[config.mk]
export PLATFORM = sky130hd
export DESIGN_NAME = utilization_token_throttle_core
export DESIGN_NICKNAME = d
export VERILOG_FILES = /design/src/rtl/utt_pkg.sv /design/src/rtl/utilization_token_throttle_core.sv /design/src/rtl/utt_front.sv /design/src/rtl/utt_queue.sv /design/src/rtl/utt_divider.sv /design/src/rtl/utt_back.sv
export SDC_FILE = /design/constraint.sdc
export NUM_CORES = 2
export LEC_CHECK = 0
export BUFFER_PORTS_ARGS = -buffer_cell sky130_fd_sc_hd__buf_4
export CORE_MARGIN = 2
export CORE_UTILIZATION = 39
export CTS_CLUSTER_DIAMETER = 80
export DETAILED_ROUTE_END_ITERATION = 12
export MAX_ROUTING_LAYER = met4
export SKIP_CTS_REPAIR_TIMING = 1
export SYNTH_ARGS = -nofsm -noshare
export SYNTH_HDL_FRONTEND = slang
export SYNTH_SLANG_ARGS = --single-unit
export TNS_END_PERCENT = 1
[constraint.sdc]
create_clock -name clk -period 10 [get_ports clk]
set_input_delay 0 -clock clk [delete_from_list [all_inputs] [get_ports clk]]
set_output_delay 0 -clock clk [all_outputs]
set_load 0.005 [all_outputs]
[src/rtl/utt_pkg.sv]
// shared types and constants for the utilization token throttle
package utt_pkg;

  localparam int CFG_W       = 13;
  localparam int GRID_W      = 31;
  localparam int UTIL_W      = 10;
  localparam int LIMIT_W     = 7;
  localparam int TOKEN_W     = 48;
  localparam int SHARE_W     = 47;
  localparam int DIV_W       = 36;
  localparam int DVR_W       = 12;
  localparam int DIV_STEPS   = DIV_W / 2;
  localparam int DIV_CNT_W   = $clog2(DIV_STEPS + 1);
  localparam int QUEUE_DEPTH = 2;

  localparam logic [7:0]         RESET_SM_COUNT  = 8'd108;
  localparam logic [12:0]        RESET_THREADS   = 13'd2048;
  localparam logic [LIMIT_W-1:0] RESET_LIMIT     = 7'd100;
  localparam logic [LIMIT_W-1:0] UTIL_FULL       = 7'd100;
  localparam logic [LIMIT_W-1:0] GAP_MIN         = 7'd5;
  localparam logic [DVR_W-1:0]   SHARE_DIVISOR   = 12'd2560;

  typedef struct packed {
    logic              op;
    logic [GRID_W-1:0] grid_count;
    logic [UTIL_W-1:0] user_util;
  } in_item_t;

  typedef struct packed {
    logic                      granted;
    logic signed [TOKEN_W-1:0] tokens_now;
    logic [SHARE_W-1:0]        share_now;
    logic [SHARE_W-1:0]        pool_now;
  } out_item_t;

  typedef enum logic [1:0] {
    CFG_SM_COUNT        = 2'd0,
    CFG_THREADS_PER_SM  = 2'd1,
    CFG_UTIL_LIMIT      = 2'd2,
    CFG_THROTTLE_ENABLE = 2'd3
  } cfg_idx_t;

  typedef struct packed {
    logic [7:0]         sm_count;
    logic [12:0]        threads_per_sm;
    logic [LIMIT_W-1:0] util_limit;
    logic               throttle_enable;
  } cfg_t;

  typedef enum logic [1:0] {
    KIND_LAUNCH_FREE,
    KIND_LAUNCH,
    KIND_TICK_IDLE,
    KIND_TICK
  } kind_t;

  typedef struct packed {
    kind_t              kind;
    logic [GRID_W-1:0]  grid;
    logic               user_ok;
    logic               below;
    logic               accel;
    logic [LIMIT_W-1:0] gap;
  } cmd_t;

  typedef struct packed {
    logic             start;
    logic [DIV_W-1:0] dividend;
    logic [DVR_W-1:0] divisor;
  } div_req_t;

  typedef struct packed {
    logic             done;
    logic [DIV_W-1:0] quotient;
  } div_rsp_t;

  typedef enum logic [3:0] {
    ST_IDLE,
    ST_RELOAD_MUL,
    ST_RELOAD_SET,
    ST_MUL_SQ,
    ST_MUL_THR,
    ST_MUL_GAP,
    ST_DIV_BASE,
    ST_DIV_ACC,
    ST_SHARE,
    ST_TOKENS,
    ST_FIN
  } back_state_t;

endpackage

[src/rtl/utilization_token_throttle_core.sv]
// Token-bucket launch throttle. Each input transaction gives exactly one result. A launch
// request passes the front stage and command queue and is decided in the back part when it
// is popped, and its result is then registered on the output. A utilization tick with the
// limit in range and a utilization of at most 100 runs the refill sequence: three multiply
// steps and then a 36-bit divide at two bits per cycle, repeated by the limit-plus-one
// divisor when the utilization gap is wide. The back part holds one transaction at a time
// while the front stage and a two-entry queue keep taking new ones until they fill. A write
// of sm_count or threads_per_sm reloads the pool size through the RELOAD_MUL and RELOAD_SET
// states once the back part is idle, ahead of any queued transaction.
module utilization_token_throttle_core #(
  parameter int POOL_FACTOR = 32
) (
  input  logic                        clk,
  input  logic                        rst,
  input  logic                        cfg_we,
  input  logic [1:0]                  cfg_index,
  input  logic [utt_pkg::CFG_W-1:0]   cfg_data,
  input  logic                        in_valid,
  output logic                        in_stall,
  input  utt_pkg::in_item_t           in_item,
  output logic                        out_valid,
  input  logic                        out_stall,
  output utt_pkg::out_item_t          out_item
);
  import utt_pkg::*;

  cfg_t     cfg;
  cfg_idx_t idx;
  logic     cfg_reload;
  logic     push;
  cmd_t     push_cmd;
  logic     q_full;
  logic     q_empty;
  logic     pop;
  cmd_t     pop_cmd;
  div_req_t div_req;
  div_rsp_t div_rsp;

  assign idx        = cfg_idx_t'(cfg_index);
  assign cfg_reload = cfg_we && (idx == CFG_SM_COUNT || idx == CFG_THREADS_PER_SM);

  always_ff @(posedge clk) begin
    if (rst) begin
      cfg.sm_count        <= RESET_SM_COUNT;
      cfg.threads_per_sm  <= RESET_THREADS;
      cfg.util_limit      <= RESET_LIMIT;
      cfg.throttle_enable <= 1'b1;
    end else if (cfg_we) begin
      unique case (idx)
        CFG_SM_COUNT:        cfg.sm_count        <= cfg_data[7:0];
        CFG_THREADS_PER_SM:  cfg.threads_per_sm  <= cfg_data[12:0];
        CFG_UTIL_LIMIT:      cfg.util_limit      <= cfg_data[LIMIT_W-1:0];
        CFG_THROTTLE_ENABLE: cfg.throttle_enable <= cfg_data[0];
        default: ;
      endcase
    end
  end

  utt_front u_front (
    .clk      (clk),
    .rst      (rst),
    .cfg      (cfg),
    .in_valid (in_valid),
    .in_stall (in_stall),
    .in_item  (in_item),
    .push     (push),
    .push_cmd (push_cmd),
    .q_full   (q_full)
  );

  utt_queue u_queue (
    .clk      (clk),
    .rst      (rst),
    .push     (push),
    .push_cmd (push_cmd),
    .full     (q_full),
    .pop      (pop),
    .pop_cmd  (pop_cmd),
    .empty    (q_empty)
  );

  utt_divider u_div (
    .clk (clk),
    .rst (rst),
    .req (div_req),
    .rsp (div_rsp)
  );

  utt_back #(
    .POOL_FACTOR (POOL_FACTOR)
  ) u_back (
    .clk        (clk),
    .rst        (rst),
    .cfg        (cfg),
    .cfg_reload (cfg_reload),
    .cmd_valid  (!q_empty),
    .cmd        (pop_cmd),
    .pop        (pop),
    .div_req    (div_req),
    .div_rsp    (div_rsp),
    .out_valid  (out_valid),
    .out_stall  (out_stall),
    .out_item   (out_item)
  );

endmodule

[src/rtl/utt_front.sv]
// front stage: takes input transactions and classifies them into commands
module utt_front (
  input  logic              clk,
  input  logic              rst,
  input  utt_pkg::cfg_t     cfg,
  input  logic              in_valid,
  output logic              in_stall,
  input  utt_pkg::in_item_t in_item,
  output logic              push,
  output utt_pkg::cmd_t     push_cmd,
  input  logic              q_full
);
  import utt_pkg::*;

  logic               st_valid;
  cmd_t               st_cmd;
  cmd_t               cls;
  logic               accept;
  logic [LIMIT_W-1:0] user7;
  logic [LIMIT_W-1:0] diff;
  logic               bypass;
  logic               tick_on;

  assign in_stall = st_valid && q_full;
  assign accept   = in_valid && !in_stall;
  assign push     = st_valid && !q_full;
  assign push_cmd = st_cmd;

  assign user7   = in_item.user_util[LIMIT_W-1:0];
  assign bypass  = (cfg.util_limit == '0) || (cfg.util_limit >= UTIL_FULL)
                   || !cfg.throttle_enable;
  assign tick_on = (cfg.util_limit != '0) && (cfg.util_limit <= UTIL_FULL);

  always_comb begin
    diff = (cfg.util_limit > user7) ? (cfg.util_limit - user7) : (user7 - cfg.util_limit);
    cls.grid    = in_item.grid_count;
    cls.user_ok = in_item.user_util <= UTIL_W'(UTIL_FULL);
    cls.below   = in_item.user_util <= UTIL_W'(cfg.util_limit);
    cls.gap     = (diff < GAP_MIN) ? GAP_MIN : diff;
    cls.accel   = cls.gap > (cfg.util_limit >> 1);
    if (in_item.op) begin
      cls.kind = tick_on ? KIND_TICK : KIND_TICK_IDLE;
    end else begin
      cls.kind = bypass ? KIND_LAUNCH_FREE : KIND_LAUNCH;
    end
  end

  always_ff @(posedge clk) begin
    if (rst) begin
      st_valid <= 1'b0;
    end else if (accept) begin
      st_valid <= 1'b1;
    end else if (push) begin
      st_valid <= 1'b0;
    end
  end

  always_ff @(posedge clk) begin
    if (accept) begin
      st_cmd <= cls;
    end
  end

endmodule

[src/rtl/utt_queue.sv]
// short command queue between the front and back parts
module utt_queue (
  input  logic          clk,
  input  logic          rst,
  input  logic          push,
  input  utt_pkg::cmd_t push_cmd,
  output logic          full,
  input  logic          pop,
  output utt_pkg::cmd_t pop_cmd,
  output logic          empty
);
  import utt_pkg::*;

  localparam int AW = (QUEUE_DEPTH > 1) ? $clog2(QUEUE_DEPTH) : 1;
  localparam int CW = $clog2(QUEUE_DEPTH + 1);

  cmd_t          mem [QUEUE_DEPTH];
  logic [AW-1:0] wr_ptr;
  logic [AW-1:0] rd_ptr;
  logic [CW-1:0] count;
  logic          do_push;
  logic          do_pop;

  assign full    = count == CW'(QUEUE_DEPTH);
  assign empty   = count == '0;
  assign do_push = push && !full;
  assign do_pop  = pop && !empty;
  assign pop_cmd = mem[rd_ptr];

  always_ff @(posedge clk) begin
    if (rst) begin
      wr_ptr <= '0;
      rd_ptr <= '0;
      count  <= '0;
    end else begin
      if (do_push) begin
        wr_ptr <= (wr_ptr == AW'(QUEUE_DEPTH - 1)) ? '0 : wr_ptr + 1'b1;
      end
      if (do_pop) begin
        rd_ptr <= (rd_ptr == AW'(QUEUE_DEPTH - 1)) ? '0 : rd_ptr + 1'b1;
      end
      if (do_push && !do_pop) begin
        count <= count + 1'b1;
      end else if (do_pop && !do_push) begin
        count <= count - 1'b1;
      end
    end
  end

  always_ff @(posedge clk) begin
    if (do_push) begin
      mem[wr_ptr] <= push_cmd;
    end
  end

endmodule

[src/rtl/utt_divider.sv]
// restoring divider, two quotient bits per cycle
module utt_divider (
  input  logic              clk,
  input  logic              rst,
  input  utt_pkg::div_req_t req,
  output utt_pkg::div_rsp_t rsp
);
  import utt_pkg::*;

  logic [DIV_CNT_W-1:0] cnt;
  logic [DVR_W-1:0]     rem;
  logic [DIV_W-1:0]     quo;
  logic [DVR_W-1:0]     dvr;
  logic                 done;
  logic [DVR_W-1:0]     rem_next;
  logic [DIV_W-1:0]     quo_next;

  always_comb begin
    logic [DVR_W:0] rs;
    logic           ge;
    rem_next = rem;
    quo_next = quo;
    for (int i = 0; i < 2; i++) begin
      rs       = {rem_next, quo_next[DIV_W-1]};
      ge       = rs >= {1'b0, dvr};
      quo_next = {quo_next[DIV_W-2:0], ge};
      rs       = ge ? (rs - {1'b0, dvr}) : rs;
      rem_next = rs[DVR_W-1:0];
    end
  end

  always_ff @(posedge clk) begin
    if (rst) begin
      cnt  <= '0;
      done <= 1'b0;
    end else if (req.start) begin
      cnt  <= DIV_CNT_W'(DIV_STEPS);
      done <= 1'b0;
    end else if (cnt != '0) begin
      cnt  <= cnt - 1'b1;
      done <= cnt == DIV_CNT_W'(1);
    end else begin
      done <= 1'b0;
    end
  end

  always_ff @(posedge clk) begin
    if (req.start) begin
      rem <= '0;
      quo <= req.dividend;
      dvr <= req.divisor;
    end else if (cnt != '0) begin
      rem <= rem_next;
      quo <= quo_next;
    end
  end

  assign rsp.done     = done;
  assign rsp.quotient = quo;

endmodule

[src/rtl/utt_back.sv]
// back part: token, share and pool state, refill sequencer and result register
module utt_back #(
  parameter int POOL_FACTOR = 32
) (
  input  logic               clk,
  input  logic               rst,
  input  utt_pkg::cfg_t      cfg,
  input  logic               cfg_reload,
  input  logic               cmd_valid,
  input  utt_pkg::cmd_t      cmd,
  output logic               pop,
  output utt_pkg::div_req_t  div_req,
  input  utt_pkg::div_rsp_t  div_rsp,
  output logic               out_valid,
  input  logic               out_stall,
  output utt_pkg::out_item_t out_item
);
  import utt_pkg::*;

  localparam int FACTOR_W = $clog2(POOL_FACTOR + 1);
  localparam logic [SHARE_W-1:0] RESET_POOL =
    SHARE_W'(longint'(RESET_SM_COUNT) * longint'(RESET_THREADS) * longint'(POOL_FACTOR));
  localparam logic [FACTOR_W-1:0] FACTOR = FACTOR_W'(POOL_FACTOR);

  back_state_t state, state_next;

  logic signed [TOKEN_W-1:0] tokens;
  logic [SHARE_W-1:0]        share;
  logic [SHARE_W-1:0]        pool;
  logic                      reload_pend;
  logic                      granted;
  logic [LIMIT_W-1:0]        cur_gap;
  logic                      cur_below;
  logic                      cur_accel;
  logic [28:0]               mul_q;
  logic [DIV_W-1:0]          inc;
  logic                      out_free;
  logic                      out_load;

  logic [DIV_W-1:0]          base_prod;
  logic [DIV_W+LIMIT_W-1:0]  acc_prod;
  logic [20+FACTOR_W:0]      pool_raw;
  logic signed [TOKEN_W:0]   sub_t;
  logic signed [TOKEN_W:0]   floor_t;
  logic [TOKEN_W-1:0]        dbl_pool;
  logic [SHARE_W-1:0]        dbl_sat;
  logic [TOKEN_W-1:0]        share_sum;
  logic [SHARE_W-1:0]        inc_w;
  logic signed [TOKEN_W:0]   add_t;
  logic signed [TOKEN_W:0]   pool_t;

  assign out_free  = !out_valid || !out_stall;
  assign base_prod = mul_q * cur_gap;
  assign acc_prod  = div_rsp.quotient * cur_gap;
  assign pool_raw  = mul_q[20:0] * FACTOR;
  assign sub_t     = {tokens[TOKEN_W-1], tokens} - $signed({18'b0, cmd.grid});
  assign floor_t   = -$signed({2'b0, pool});
  assign dbl_pool  = {pool, 1'b0};
  assign dbl_sat   = dbl_pool[TOKEN_W-1] ? '1 : dbl_pool[SHARE_W-1:0];
  assign inc_w     = SHARE_W'(inc);
  assign share_sum = {1'b0, share} + {1'b0, inc_w};
  assign add_t     = {tokens[TOKEN_W-1], tokens} + $signed({2'b0, share});
  assign pool_t    = $signed({2'b0, pool});

  always_ff @(posedge clk) begin
    if (rst) begin
      state <= ST_IDLE;
    end else begin
      state <= state_next;
    end
  end

  always_comb begin
    state_next       = state;
    pop              = 1'b0;
    out_load         = 1'b0;
    div_req.start    = 1'b0;
    div_req.dividend = base_prod;
    div_req.divisor  = SHARE_DIVISOR;
    unique case (state)
      ST_IDLE: begin
        if (reload_pend) begin
          state_next = ST_RELOAD_MUL;
        end else if (cmd_valid) begin
          pop        = 1'b1;
          state_next = (cmd.kind == KIND_TICK && cmd.user_ok) ? ST_MUL_SQ : ST_FIN;
        end
      end
      ST_RELOAD_MUL: state_next = ST_RELOAD_SET;
      ST_RELOAD_SET: state_next = ST_IDLE;
      ST_MUL_SQ:     state_next = ST_MUL_THR;
      ST_MUL_THR:    state_next = ST_MUL_GAP;
      ST_MUL_GAP: begin
        div_req.start = 1'b1;
        state_next    = ST_DIV_BASE;
      end
      ST_DIV_BASE: begin
        if (div_rsp.done) begin
          if (cur_accel) begin
            // widened step: inc * gap * 2 / (limit + 1)
            div_req.start    = 1'b1;
            div_req.dividend = {acc_prod[DIV_W-2:0], 1'b0};
            div_req.divisor  = DVR_W'(cfg.util_limit) + DVR_W'(1);
            state_next       = ST_DIV_ACC;
          end else begin
            state_next = ST_SHARE;
          end
        end
      end
      ST_DIV_ACC: begin
        if (div_rsp.done) begin
          state_next = ST_SHARE;
        end
      end
      ST_SHARE:  state_next = ST_TOKENS;
      ST_TOKENS: state_next = ST_FIN;
      ST_FIN: begin
        if (out_free) begin
          out_load   = 1'b1;
          state_next = ST_IDLE;
        end
      end
      default: state_next = ST_IDLE;
    endcase
  end

  always_ff @(posedge clk) begin
    if (rst) begin
      tokens      <= '0;
      share       <= '0;
      pool        <= RESET_POOL;
      reload_pend <= 1'b0;
    end else begin
      if (cfg_reload) begin
        reload_pend <= 1'b1;
      end else if (state == ST_IDLE && reload_pend) begin
        reload_pend <= 1'b0;
      end
      unique case (state)
        ST_IDLE: begin
          if (pop) begin
            if (cmd.kind == KIND_LAUNCH && !tokens[TOKEN_W-1]) begin
              tokens <= (sub_t < floor_t) ? floor_t[TOKEN_W-1:0] : sub_t[TOKEN_W-1:0];
            end
            // exhausted pool at full share: grow it
            if (cmd.kind == KIND_TICK && share == pool && tokens[TOKEN_W-1]) begin
              pool  <= dbl_sat;
              share <= dbl_sat;
            end
          end
        end
        ST_RELOAD_SET: pool <= SHARE_W'(pool_raw);
        ST_SHARE: begin
          if (cur_below) begin
            share <= (share_sum > {1'b0, pool}) ? pool : share_sum[SHARE_W-1:0];
          end else begin
            share <= (inc_w > share) ? '0 : share - inc_w;
          end
        end
        ST_TOKENS: begin
          tokens <= (add_t > pool_t) ? pool_t[TOKEN_W-1:0] : add_t[TOKEN_W-1:0];
        end
        default: ;
      endcase
    end
  end

  always_ff @(posedge clk) begin
    if (pop) begin
      granted   <= (cmd.kind == KIND_LAUNCH_FREE)
                   || (cmd.kind == KIND_LAUNCH && !tokens[TOKEN_W-1]);
      cur_gap   <= cmd.gap;
      cur_below <= cmd.below;
      cur_accel <= cmd.accel;
    end
    unique case (state)
      ST_RELOAD_MUL: mul_q <= 29'(cfg.sm_count * cfg.threads_per_sm);
      ST_MUL_SQ:     mul_q <= 29'(cfg.sm_count * cfg.sm_count);
      ST_MUL_THR:    mul_q <= 29'(mul_q[15:0] * cfg.threads_per_sm);
      default: ;
    endcase
    if ((state == ST_DIV_BASE && !cur_accel) || state == ST_DIV_ACC) begin
      if (div_rsp.done) begin
        inc <= div_rsp.quotient;
      end
    end
  end

  always_ff @(posedge clk) begin
    if (rst) begin
      out_valid <= 1'b0;
    end else if (out_load) begin
      out_valid <= 1'b1;
    end else if (!out_stall) begin
      out_valid <= 1'b0;
    end
  end

  always_ff @(posedge clk) begin
    if (out_load) begin
      out_item.granted    <= granted;
      out_item.tokens_now <= tokens;
      out_item.share_now  <= share;
      out_item.pool_now   <= pool;
    end
  end

endmodule

==> After elaboration in Yosys (flattened, before gate mapping) <==
Memories as Yosys holds them, arrays and structs flattened. A register that Yosys moved wholly into a read port is not among the register bits.
Cells that the tools add are included.
{ "word_totals": {"input_bits": 62, "ram_bits": 86, "mem_count": 1, "out_inout_bits": 145, "register_bits": 509, "word_cells": 211} }
{ "mem_list": {"columns": ["memory", "depth", "word_bits", "read_ports", "rd_ports_with_merged_regs", "wr", "line", "rtl"], "rows": [
  ["u_queue.mem", 2, 43, 1, 1, 1, "utt_queue.sv:17", "cmd_t mem [QUEUE_DEPTH];"]
]} }
{ "classes": {"add_sub_neg": 15, "n_mul": 5, "eq_ne": 26, "n_reduce_logical": 58, "bitwise": 1, "order_cmp": 13, "n_mux": 56} }
{ "ops": {"columns": ["op", "n"], "rows": [
  ["two-way mux 47 bit", 6],
  ["two-way mux 48 bit", 5],
  ["one-hot mux 47 bit (2 select lines)", 2],
  ["two-way mux 49 bit", 2],
  ["one-hot mux 48 bit (2 select lines)", 1],
  ["one-hot mux 29 bit (3 select lines)", 1],
  ["two-way mux 36 bit", 2],
  ["adder 48 x 48 -> 49 bit", 1],
  ["greater-than comparator 49 x 48 -> 1 bit", 1],
  ["less-than comparator 49 bit", 1],
  ["negator 47 -> 49 bit", 1],
  ["subtractor 48 x 32 -> 49 bit", 1],
  ["adder 47 x 36 -> 48 bit", 1],
  ["greater-than comparator 48 x 47 -> 1 bit", 1],
  ["== test 47 bit", 1],
  ["greater-than comparator 36 x 47 -> 1 bit", 1],
  ["subtractor 47 x 36 -> 47 bit", 1],
  ["one-hot mux 4 bit (10 select lines)", 1],
  ["multiplier 29 x 7 -> 36 bit", 1],
  ["multiplier 36 x 7 -> 35 bit", 1],
  ["multiplier 16 x 13 -> 29 bit", 1],
  ["two-way mux 4 bit", 7],
  ["greater-or-equal comparator 13 x 12 -> 1 bit", 2],
  ["two-way mux 12 bit", 2],
  ["47 further kinds", 130]
]} }

==> Logic depth before layout (Yosys ltp) <==
{ "depth": {"ltp_word": 8, "ltp_mapped": 29, "mapped_depth_nobuf": 25} }

==> Modules after synthesis <==
Synthesis repeated with hierarchy kept, for this count alone.
{ "unflattened": {"cells_unflattened": 7116, "hier_area_um2": 64404.3} }
{ "by_module_without_submodules": {"columns": ["module", "area_per_inst_um2", "cells_each", "seq_area_each_um2", "n_inst"], "rows": [
  ["utt_back", 53480.0, 6301, 9509.1, 1],
  ["utt_divider", 4190.3, 373, 1801.7, 1],
  ["utt_queue", 3316.9, 159, 2682.6, 1],
  ["utt_front", 2198.4, 164, 1311.3, 1],
  ["utilization_token_throttle_core", 1218.7, 119, 580.6, 1]
]} }

==> Worst setup path after synthesis <==
OpenSTA, ideal clock, no wires.
{ "synth_timing": {"path_kind": "flip-flop to flip-flop", "from": "register u_back.state[3]", "to": "register, netlist name u_back.out_item[0]", "t_arrival_ns": 7.865, "path_stages_with_launch": 5, "setup_ns": 0.693, "slack_ns": 1.442, "path_buffers": 1, "path_cell_list": "dfxtp_1 clkbuf_1 nor2b_1 nand2_1 a21oi_1"} }
{ "synth_via": {"elab_chain_len": 2} }
{ "synth_lines": {"columns": ["item", "line", "rtl"], "rows": [
  ["from (decl)", "utt_back.sv:25", "back_state_t state, state_next;"],
  ["from (signal assigned)", "utt_back.sv:69", "state <= state_next;"],
  ["== test 4 bit", "utt_back.sv:80", "unique case (state)"],
  ["two-way mux 1 bit", "utt_back.sv:80", null],
  ["named net u_back.out_load", "utt_back.sv:38", "logic out_load;"]
]} }
The timed path passes the listed nets, and every way through them passes these cells.
A chain may end at the register's enable or synchronous reset.

==> key figures <==
Final layout
  – Layout area overhead: 10.9%
  – Commonest non-fill, non-tap cells in the layout: 824 x inv_1, 675 x nand2_1, 579 x ha_1, 534 x fa_1, 468 x and2_1
  – Nets@finish: 8,268
  – Commonest non-fill, non-tap cell in the layout: inv_1
  – Fill cell count: 15.8k
  – Share of layout cells above drive strength 1: 0.0716

CTS
  – Sink Count: 593
  – Root buffer cell: clkbuf_16
  – TritonCTS Buffers: 74
  – Clock transition at path regs: 60 ps
  – CTS Buffer Depth: 3
  – Clock Latency Late Sink: 700 ps
  – CTS tree: built
  – H-tree levels: 3

Critical path
  – Crit path DAT: 8860 ps
  – WS Path Type: reg -> reg
  – Slowest-stage cell, CP: a221oi_1
  – Max FO, Critical Path: 34
  – WP depth: 23
  – Startpoint Class: register
  – Worst endpoint required time: 10,600 ps
  – Crit path to: u_back.tokens[32]
  – Critical path, cell by cell: buf_4, mux2i_1, ha_1, nor2b_1, o31ai_1, a21oi_1, nor2_1, o21ai_1, a31oi_1, o21ai_1, a2111oi_1, xor2_1, ha_1, nand4_1, or2_2, or3_1, a221oi_1, o22ai_4, buf_4, or3_1, a21oi_1, a21oi_1, o21ai_1
  – Worst path top cell family by delay: compound AO/OA/AOI/OAI gates
  – Reg2Reg Depth: 23
  – Worst R2R End: u_back.tokens[32]
  – Setup crit end kind: register
  – CP peak stage delay: 840 ps
  – FF-to-FF setup slack: 1750 ps
  – Buf/Inv on CP: 2

Timing
  – Setup tns final: 0 ps
  – RSZ-0062 raised after global routing: no
  – Skew final: 31.9 ps
  – FMAX: 121 MHz
  – Final setup fails: 0
  – Min Tclk post-route: 8250 ps
  – Worst-Margin Slew: 1230 ps
  – Hold Fails Final Rpt: 0
  – Max_slew headroom: 0.177
  – Slew Limit Fails: 0
  – Fin crit share: 0.825

Synth
  – Avg Synthesized Cell Area: 9.04 µm²
  – Top-area cell type share of the netlist area: 0.186
  – Synthesized cell area: 63,200 µm²
  – Proportion of synthesized area in mux cells: 0.0331
  – Post-synthesis register bit count: 593
  – Synth async-reset ratio: 0
  – Cell count after synthesis: 6,993
  – XOR/XNOR Fraction of Synth Area: 0.0526
  – Number of flops mapped to enable cells by yosys: 392
  – Area leader, netlist: edfxtp_1
  – Synth Area in Simple Gates: 0.167
  – Post-Synth Adder-Cell Area: 0.284
  – Yosys cell types: 105
  – Synth Flop Type: edfxtp_1
  – Post-synthesis sequential area ratio: 0.250
  – Largest family of logic cells by synthesized area: adder cells
  – Synth Area in Compound Gates: 0.143
  – Syn Nets: 8,168
  – Synth top area cells: edfxtp_1 19%, fa_1 17%, ha_1 11%
  – Yosys warns: 0

Drt
  – DR vias/cell: 5.53
  – ANT nets after route: 0
  – Drt drc: 0
  – Total wire length: 202 mm
  – Vias: 51.5k
  – Drt initial violations: 3,986
  – DRT Pass-1 Iters: 6
  – Average routed wire per standard cell: 21.6 µm

Global route
  – Initial antenna violation count: 14
  – Congestion Overflow GR: 0
  – Overall Global Routing Usage: 0.249
  – Vias in the first global route: 51.4k
  – First-pass GRT wire length: 307 mm
  – Largest net degree at the start of global routing: 91

Min path
  – Hold depth: 5
  – Worst Hold Class: in -> reg

Floorplan
  – Die Span Y: 407 µm
  – Die width: 407 µm
  – Initial core utilization: 0.393
  – # rows: 147
  – Die ar.: 165,000 µm²
  – Top Ports: 207
  – Core Area: 161,000 µm²

Placement
  – DPL Wire Length: 156 mm
  – Port Buf Inserts: 206
  – RePlAce Congestion: 1.01

Outcome
  – Outcome: finished clean

Flow run
  – Max-cap violations: 0
[cell families (layout without fill, tap and decap cells)]
| family | Yosys count | after routing |
|---|---|---|
| AO/OA/AOI/OAI | 1412 | 1412 |
| XOR/XNOR | 380 | 380 |
| adder cells (fa/ha/maj) | 1113 | 1113 |
| buffers and inverters | 1164 | 1321 |
| flip-flops | 593 | 593 |
| multiplexers | 205 | 205 |
| other | 0 | 10 |
| AND/OR/NAND/NOR | 2126 | 2126 |
[cells in the mapped netlist (26+ instances only)]
master	number
o21a_1	37
clkbuf_1	278
nand2b_1	90
o31ai_1	38
ha_1	579
xnor2_1	276
mux2i_1	171
nand4_1	51
nand3_1	101
buf_2	29
nor4_1	47
o21ai_0	241
a21oi_1	467
o22ai_1	26
a21o_1	112
nand2_1	675
or3_1	32
o21ai_1	42
o21bai_1	35
nor3_1	110
inv_1	824
o211ai_1	48
nor2b_1	59
a211oi_1	58
edfxtp_1	392
nor2_1	378
a31oi_1	34
fa_1	534
and2_1	468
dfxtp_1	201
and3_1	36
xor2_1	104
mux2_2	31
[metal layers]
metal / vias to the layer above / share of wire / global-route usage
li1: 24000 / - / -
met1: 25200 / 0.41 / 0.307
met2: 1823 / 0.47 / 0.397
met3: 493 / 0.068 / 0.0443
met4: 0 / 0.052 / 0.114
met5: - / 0 / -
[registers in the layout (all words and copies together) (netlist names), 2 cells and up, named ones only]
name              flops
u_queue.mem          86
u_back.state          4
u_div.dvr             9
u_back.pool          47
u_queue.count         2
u_back.inc           36
u_div.cnt             5
cfg                  29
u_back.mul_q         29
u_div.rem            12
u_back.cur_gap        7
u_back.out_item     143
u_div.quo            36
u_back.tokens        48
u_back.share         47
u_front.push_cmd     43
[worst min path at each step]
stage | start | to | slack, ps
final | in_item[5] | u_front.push_cmd[5] | 30
after global routing | in_item[32] | u_front.push_cmd[32] | 20
after CTS | in_item[33] | u_front.push_cmd[33] | -560
after detailed placement | in_item[10] | u_front.push_cmd[10] | 180
after global placement | in_item[10] | u_front.push_cmd[10] | 180
after floorplan | in_item[10] | u_front.push_cmd[10] | 100
[final cells by class]
type	instances	area [µm²]	area share
Sequential cell	593	15800	0.225
Multi-Input combinational cell	5236	43100	0.615
Timing Repair Buffer	353	2810	0.0401
Clock inverter	38	552	0.00787
Inverter	835	3130	0.0447
Antenna cell	10	25.0	0.000357
Tap cell	2160	2700	0.0385
Clock buffer	95	2010	0.0287
[through the flow]
step	setup WS (ps)	utilization	hold slack [ps]	instance area, µm²	std cells
finish	1750	0.436	32.4	70100	9320
global route	1250	0.436	18.2	70100	9315
CTS	1870	0.432	-555	69500	9246
detailed placement	1970	0.416	179	66900	9113
global placement	2060	0.416	181	66900	9113
floorplan	1440	-	98.9	63200	6993
[tightest hold or removal path, stage by stage]
cell and delay [ps]:
buf_4 110, inv_1 60, ha_1 220, xor2_1 120
inv_1 80
Power is left out: the tool's default activity adds up to more than one toggle a clock period on the data nets, which glitch-free logic cannot reach.
